`src/prmq_pkg.sv`:
```
// ----------------------------------------------------------------------------
// prmq_pkg
// Shared widths, opcodes, register indexes and state types for the
// polynomial ring multiplier.
// ----------------------------------------------------------------------------
package prmq_pkg;

	localparam int unsigned QW   = 31;  // modulus q
	localparam int unsigned LENW = 9;   // operand length registers
	localparam int unsigned OPW  = 3;
	localparam int unsigned IDXW = 9;
	localparam int unsigned CW   = 32;  // coefficient
	localparam int unsigned CNTW = 10;  // result count
	localparam int unsigned CFGW = 2;   // register index

	localparam logic [OPW-1:0] OP_LOAD_A  = 3'd0;
	localparam logic [OPW-1:0] OP_LOAD_B  = 3'd1;
	localparam logic [OPW-1:0] OP_LOAD_M  = 3'd2;
	localparam logic [OPW-1:0] OP_COMPUTE = 3'd3;
	localparam logic [OPW-1:0] OP_READ    = 3'd4;

	localparam logic [CFGW-1:0] REG_Q      = 2'd0;
	localparam logic [CFGW-1:0] REG_LEN_A  = 2'd1;
	localparam logic [CFGW-1:0] REG_LEN_B  = 2'd2;
	localparam logic [CFGW-1:0] REG_RED_EN = 2'd3;

	typedef enum logic [4:0] {
		S_INIT,
		S_IDLE,
		S_READ,
		S_CLR,
		S_TOP_RD,
		S_TOP_CHK,
		S_MUL_RD,
		S_MUL_MUL,
		S_MUL_ADD,
		S_MUL_DIV,
		S_MUL_WR,
		S_MUL_END,
		S_RED_D,
		S_RED_LEAD_RD,
		S_RED_LEAD_CHK,
		S_RED_RD,
		S_RED_MUL,
		S_RED_ADD,
		S_RED_DIV,
		S_RED_WR,
		S_RED_END,
		S_DONE
	} state_t;

	typedef enum logic [1:0] {
		R_IDLE,
		R_ABS,
		R_DIV,
		R_FIN
	} red_state_t;

endpackage

```
`src/prmq_reduce.sv`:
```
// ----------------------------------------------------------------------------
// prmq_reduce
// Bit-serial signed remainder v % q (truncating, sign of v kept).
// q == 0 passes the low 32 bits through.
// ----------------------------------------------------------------------------
module prmq_reduce (
	input  logic                clk,
	input  logic                arst_n,
	input  logic                start,
	input  logic signed [63:0]  v,
	input  logic [30:0]         q,
	output logic                done,
	output logic signed [31:0]  res
);
	import prmq_pkg::*;

	red_state_t         state_q, state_nx;
	logic signed [63:0] v_q;
	logic [63:0]        mag_q;
	logic [31:0]        rem_q;
	logic               neg_q;
	logic [5:0]         cnt_q;
	logic [31:0]        trial;

	assign trial = {rem_q[30:0], mag_q[63]};

	always_comb begin
		state_nx = state_q;
		unique case (state_q)
			R_IDLE: if (start) state_nx = (q == '0) ? R_FIN : R_ABS;
			R_ABS:  state_nx = R_DIV;
			R_DIV:  if (cnt_q == 6'd63) state_nx = R_FIN;
			R_FIN:  state_nx = R_IDLE;
			default: state_nx = R_IDLE;
		endcase
	end

	always_comb begin
		done = (state_q == R_FIN);
		res  = neg_q ? -rem_q : rem_q;
	end

	always_ff @(posedge clk or negedge arst_n) begin
		if (!arst_n) state_q <= R_IDLE;
		else         state_q <= state_nx;
	end

	always_ff @(posedge clk) begin
		unique case (state_q)
			R_IDLE: begin
				v_q   <= v;
				rem_q <= v[31:0];
				neg_q <= 1'b0;
			end
			R_ABS: begin
				mag_q <= v_q[63] ? 64'(-v_q) : 64'(v_q);
				neg_q <= v_q[63];
				rem_q <= '0;
				cnt_q <= '0;
			end
			R_DIV: begin
				// restoring step: remainder stays below q < 2^31
				if (trial >= {1'b0, q}) rem_q <= trial - {1'b0, q};
				else                    rem_q <= trial;
				mag_q <= {mag_q[62:0], 1'b0};
				cnt_q <= cnt_q + 6'd1;
			end
			R_FIN: ;
			default: ;
		endcase
	end
endmodule

```
`config.mk`:
```
export PLATFORM = sky130hd
export DESIGN_NAME = prmq_reduce
export DESIGN_NICKNAME = d
export VERILOG_FILES = /design/src/prmq_pkg.sv /design/src/prmq_reduce.sv
export SDC_FILE = /design/constraint.sdc
export NUM_CORES = 1
export LEC_CHECK = 0
export BUFFER_PORTS_ARGS = -buffer_cell sky130_fd_sc_hd__buf_4
export CORE_UTILIZATION = 64
export CTS_CLUSTER_DIAMETER = 200
export DETAILED_ROUTE_END_ITERATION = 10
export GPL_TIMING_DRIVEN = 0
export PLACE_DENSITY = 0.85
export REMOVE_ABC_BUFFERS = 1
export SLEW_MARGIN = 10
export SYNTH_ARGS = -nofsm -noshare
export SYNTH_HDL_FRONTEND = slang
export SYNTH_SLANG_ARGS = --single-unit
```
`constraint.sdc`:
```
create_clock -name clk -period 8.37 [get_ports clk]
set_input_delay 1.674 -clock clk [delete_from_list [all_inputs] [get_ports clk]]
set_output_delay 1.674 -clock clk [all_outputs]
set_load 0.01 [all_outputs]
```
==> results of run 1 <==
[placed cells by master (no fill, tap or decap), drive strengths merged, types with 7 or more instances in the layout]
cell type and count:
edfxtp 167, buf 136, nand2 119, o21ai 104
xor2 62, xnor2 53, a21oi 51, inv 49
ha 39, o31ai 31, nor2 27, or4 24
or3 18, clkbuf 18, o2bb2ai 17, o41ai 15
nor4 15, nand3 14, a21o 14, nor3 14
mux2 10, or2 10, mux2i 9, nor2b 8
and2 8, a31oi 8, a32oi 8, nand2b 7
[state kept, by name (all words and copies together), names as in the netlist]
signal   cells
neg_q        1
mag_q       64
state_q      2
cnt_q        6
v_q         64
rem_q       32
[cells in the mapped netlist, types with 18 or more instances]
master	number
a21oi_1	51
clkbuf_1	40
edfxtp_1	167
ha_1	39
inv_1	45
nand2_1	119
nor2_1	27
o21ai_0	101
o31ai_1	30
or4_1	18
xnor2_1	53
xor2_1	62
[routing by layer]
metal | vias up | wire length [µm] | part of all wire [%]
met5 | - | 0 | 0
met4 | 0 | 905 | 3.5
met3 | 58 | 2094 | 8.2
met2 | 395 | 12010 | 47
met1 | 4050 | 10580 | 41
li1 | 4030 | - | -
[layout make-up]
| cell class | instances | area, µm² | share of cell area [%] |
|---|---|---|---|
| Clock buffer | 18 | 429.2 | 3.472 |
| Clock inverter | 14 | 191.4 | 1.549 |
| Inverter | 45 | 168.9 | 1.367 |
| Multi-Input combinational cell | 750 | 5102 | 41.28 |
| Sequential cell | 169 | 5065 | 40.98 |
| Tap cell | 216 | 270.3 | 2.186 |
| Timing Repair Buffer | 136 | 1134 | 9.171 |
[critical path: cells and delay by family, from the launching register on]
family / cells / cell delay, ns
and+or+nand+nor: 6 / 2.77
DFF: 1 / 0.51
AOI/OAI and AO/OA: 1 / 0.26
xor gates and xnor gates: 1 / 0.15
buffers and inverters: 1 / 0.14
[cell families after synthesis]
kind of cell             synth area share [%]
AND/OR/NAND/NOR                         13.92
XOR/XNOR                                9.610
AO/OA/AOI/OAI                           18.03
flip-flops                              48.32
adder cells (fa/ha/maj)                 4.847
multiplexers                            1.934
buffers and inverters                   3.342
[worst min-delay path by stage]
stage / end / from / slack (ns)
after floorplan: mag_q[63] / mag_q[62] / 0.50
after global placement: mag_q[26] / mag_q[25] / 0.50
after detailed placement: mag_q[48] / mag_q[47] / 0.51
after CTS: mag_q[48] / mag_q[47] / 0.53
after global routing: mag_q[5] / mag_q[4] / 0.55
final: mag_q[48] / mag_q[47] / 0.52
[per-stage QoR]
stage / hold slack (ns) / area [µm²] / power (W)
after detailed placement: 0.5138 / 11740 / 0.002624
final: 0.5239 / 12360 / 0.003477
after floorplan: 0.4984 / 10300 / 0.002166
after CTS: 0.5274 / 12360 / 0.003450
after global placement: 0.5043 / 11550 / 0.002575
after global routing: 0.5480 / 12360 / 0.003653
[power groups by stage]
stage	Combinational [W]	Sequential [W]	Clock, W
floorplan	0.000984	0.00118	0
global placement	0.00134	0.00124	0
detailed placement	0.00139	0.00124	0
CTS	0.00140	0.00122	0.000830
global route	0.00155	0.00124	0.000862
finish	0.00142	0.00123	0.000826
==> reports/metrics.csv, run 1 <==
metric,value,unit
CTS-repair resized insts,0,
R2R Path End,mag_q[57],
combinational group share of total power,40.9,%
crit path time final,5.929,ns
sequential share of power,35.4,%
Hold WC Path Type,reg -> reg,
cell count after placement,1316,
clock share of power,23.7,%
Pleak,4.862,nW
worst setup margin,2.441,ns
Core Rows,46,
Sw Ratio,36.81,%
Worst R2R Path Depth,8,
WS Path Type,reg -> out,
DR vias/cell,6.330,
Post-synth ARST share,1.183,%
Horiz. Die Dim,130.0,µm
Clock Tree Buf Depth,2,
DR vias,8533,
core area,15940,µm²
"Cell Area, Synth",10480,µm²
Worst R2R Start,v_q[4],
H-tree Lvls,4,
Worst Setup EP,res[27],
GPL Wtd Cong,0.9607,
"Hold Vio Cnt, Final",0,
drt first pass iters,5,
final-layout fill cell count,1059,
Main synth FF type,edfxtp_1,
slowest cell on the critical path,nor4_2,
R2R setup slack,4.59,ns
global route total overflow,0,
CP Data Arrival Time,4.26,ns
end-of-flow core utilization,77.53,%
synthesized area per cell,10.37,µm²
DRT Wirelength,25.59,mm
ANT nets after route,0,
Max Fclk,0.1687,GHz
cts bufs inserted,17,
pre-CTS setup slack,2.948,ns
Yosys warning total,0,
P per Cell Area,281.3,nW/µm²
hpwl dp,18.43,mm
Worst Hold Depth,2,
most frequent CP cell,or4_1,
first-pass GRT wire length,40.05,mm
largest net degree at the start of global routing,90,
later-pin clock latency in the skew report,0.43,ns
number of max-cap violations,0,
critical path startpoint category,flip-flop,
initial antenna violation count,0,
Synth area leader,edfxtp_1,
IO Pins,131,
worst-case clock skew,0.01265,ns
RSZ-0062 raised after global routing,false,
Post-CTS Setup Bufs,0,
non-filler instance count after layout,1348,
outcome,finished clean,
area grow syn2layout,17.93,%
die area,16890,µm²
synth top area cells,"edfxtp_1, xor2_1, o21ai_0",
"Net count, final",1257,
Die Ht,130.0,µm
maximum fanout along the worst path,6,
Setup Total Neg Slack,0,ns
Cell variety after synth,66,
Post-synth EDFFs,167,
P_int,0.002198,W
detailed router's first-iteration violation count,668,
Peak supply drop,191.4,µV
Max Slew Vio Count,0,
Final period util,70.84,%
Worst Setup SP,rem_q[4],
initial core utilization,65.74,%
Mapped Cells,1011,
Sw Pwr,0.001280,W
TritonCTS clock tree,yes,
Worst Path Required,6.70,ns
Crit. End Element,primary output,
worst-margin pin slew,1.142,ns
Yosys reg bits,169,
clock slew at reported path FFs,0.07,ns
met3 usage in global routing,5.658,%
IO Port Bufs,130,
vias in the first global route,8030,
CTS Sinks,169,
slew margin rel.,23.87,%
layout cells sized above 1,17.84,%
Global Route Usage Sum,31.20,%
Residual DRC,0,
# diodes,0,
GRT met2 Usage,49.89,%
Synth top area share,47.85,%
busiest grt layer,met2,
"slowest stage delay, CP",0.64,ns
register area share after synthesis,48.32,%
cts hold-fix bufs,0,
met1 GRT Util,41.74,%
CP Cell Sequence,"nor4_2, nand4_1, or4_1, or4_1, or4_1, or3_1, o31ai_1, xnor2_1, buf_4",
Final setup violation count,0,
Wirelength per Cell,18.98,µm
Root Driver,clkbuf_16,
No activity file was read; power rests on OpenSTA's default activity.
==> inputs of run 2 (changes only) <==
- CORE_UTILIZATION: 64 -> 59
- PLACE_DENSITY: 0.85 -> 0.79
- clock period: 8.37 -> 6 ns (I/O delays scaled with it)
==> reports/metrics.csv, run 2 (synthesized netlist as in run 1, its figures left out) <==
metric,value,unit,change
maximum fanout along the worst path,6,,unchanged
Post-CTS Setup Bufs,0,,unchanged
# diodes,0,,unchanged
hpwl dp,18.36,mm,-0.36%
initial core utilization,60.60,%,-5.1 points
Max Fclk,0.1855,GHz,
Total Power,0.004823,W,+39%
slowest cell on the critical path,nor4_2,,
WS Path Type,reg -> out,,
CP Data Arrival Time,4.19,ns,-0.07 ns
Worst R2R Path Depth,8,,unchanged
Horiz. Die Dim,135.3,µm,+4.1%
Global Route Usage Sum,28.69,%,-2.5 points
cts hold-fix bufs,0,,unchanged
Pleak,4.854,nW,-0.16%
"slowest stage delay, CP",0.61,ns,-0.03 ns
clock share of power,23.9,%,+0.2 points
clock slew at reported path FFs,0.06,ns,about the same
crit path time final,5.392,ns,
ANT nets after route,0,,unchanged
detailed router's first-iteration violation count,688,,+3.0%
RSZ-0062 raised after global routing,false,,
combinational group share of total power,40.5,%,-0.4 points
outcome,finished clean,,
"Net count, final",1257,,unchanged
cts bufs inserted,17,,unchanged
area of the multi-input gates,5102,µm²,unchanged
hold slack,0.5323,ns,+0.008429 ns
worst-margin pin slew,1.106,ns,-0.03546 ns
Wirelength per Cell,18.70,µm,-1.5%
CTS Sinks,169,,unchanged
worst-case clock skew,0.008368,ns,-0.004284 ns
Hold WC Path Type,reg -> reg,,
later-pin clock latency in the skew report,0.43,ns,about the same
Crit. End Element,primary output,,
critical path startpoint category,flip-flop,,
first-pass GRT wire length,40.12,mm,+0.17%
DR vias/cell,6.168,,-2.6%
Worst R2R Start,v_q[13],,
final-layout fill cell count,1273,,+20%
largest net degree at the start of global routing,93,,+3.3%
DR vias,8358,,-2.1%
Clock Tree Buf Depth,2,,unchanged
worst setup margin,0.6078,ns,-1.833 ns
Root Driver,clkbuf_16,,
die area,18300,µm²,+8.3%
Core Rows,48,,+4.3%
number of max-cap violations,0,,unchanged
Sw Ratio,35.86,%,-0.94 points
sequential share of power,35.6,%,+0.2 points
CP Cell Sequence,"nor4_2, nand4_1, or4_1, or4_1, or4_1, or3_1, o31ai_1, xnor2_1, buf_4",,
CTS-repair resized insts,0,,unchanged
core area,17300,µm²,+8.5%
"most common cell after layout, fill and taps aside",edfxtp_1,,
Final period util,89.87,%,
GPL Wtd Cong,1.016,,+5.8%
Worst Hold Depth,2,,unchanged
drt first pass iters,5,,unchanged
Max Slew Vio Count,0,,unchanged
Setup Total Neg Slack,0,ns,unchanged
Hold Startpoint,mag_q[46],,
P per Cell Area,390.7,nW/µm²,+39%
Worst Path Required,4.80,ns,-1.90 ns
area grow syn2layout,17.76,%,
vias in the first global route,7772,,-3.2%
initial antenna violation count,0,,unchanged
slew margin rel.,26.24,%,+2.4 points
pre-CTS setup slack,1.067,ns,-1.881 ns
"Hold Vio Cnt, Final",0,,unchanged
most frequent CP cell,or4_1,,
Residual DRC,0,,unchanged
TritonCTS clock tree,yes,,
Sw Pwr,0.001730,W,+35%
Peak supply drop,268.4,µV,+40%
Worst Setup EP,res[27],,
R2R setup slack,2.27,ns,-2.32 ns
H-tree Lvls,4,,unchanged
P_int,0.003093,W,+41%
Die Ht,135.3,µm,+4.1%
Final setup violation count,0,,unchanged
Largest regs,"mag_q: 64 flops, v_q: 64 flops, rem_q: 32 flops",,
IO Pins,131,,unchanged
most frequent cells in the layout,"edfxtp_1, buf_4, nand2_1",,
Worst Setup SP,rem_q[4],,
global route total overflow,0,,unchanged
FF/Latch Area,5065,µm²,unchanged
R2R Path End,mag_q[57],,
IO Port Bufs,130,,unchanged
layout cells sized above 1,17.52,%,-0.32 points
DRT Wirelength,25.34,mm,-0.99%
[run 2: per-layer routing]
layer	global-route usage, %	vias up	wire length [µm]
li1	-	4018	-
met1	37.91	3969	10790
met2	47.95	340	12420
met3	5.425	31	1696
met4	8.552	0	426
met5	0	-	0
[run 2: worst min-delay path by stage]
stage | to | slack (ns)
2_1_floorplan | mag_q[63] | 0.50
3_3_place_gp | mag_q[26] | 0.51
3_5_place_dp | mag_q[18] | 0.52
4_1_cts | state_q[1] | 0.52
5_1_grt | state_q[1] | 0.51
6_report | mag_q[47] | 0.53
[run 2: layout make-up]
| class | count | share of cell area, % |
|---|---|---|
| Clock inverter | 10 | 1.358 |
| Tap cell | 225 | 2.281 |
| Sequential cell | 169 | 41.03 |
| Timing Repair Buffer | 136 | 9.083 |
| Multi-Input combinational cell | 750 | 41.34 |
| Inverter | 45 | 1.368 |
| Clock buffer | 20 | 3.538 |
[run 2: power groups by stage]
stage	sequential, W	clock (W)	combinational, W
global placement	0.00172	0	0.00186
global route	0.00173	0.00121	0.00214
floorplan	0.00165	0	0.00137
CTS	0.00170	0.00116	0.00193
finish	0.00172	0.00115	0.00195
detailed placement	0.00172	0	0.00191
[run 2: through the flow]
step / area (µm²) / std cells / util (%)
after floorplan: 10300 / 964 / -
after global routing: 12340 / 1355 / 71.36
after detailed placement: 11740 / 1325 / 67.87
after CTS: 12340 / 1355 / 71.36
after global placement: 11560 / 1319 / 66.82
final: 12340 / 1355 / 71.36
[run 2: critical path, delay by kind of cell, from the launching register on]
family	cells	cell delay, ns
compound gates	1	0.27
buf+inv	1	0.14
flops	1	0.50
simple gates	6	2.69
xor+xnor	1	0.15
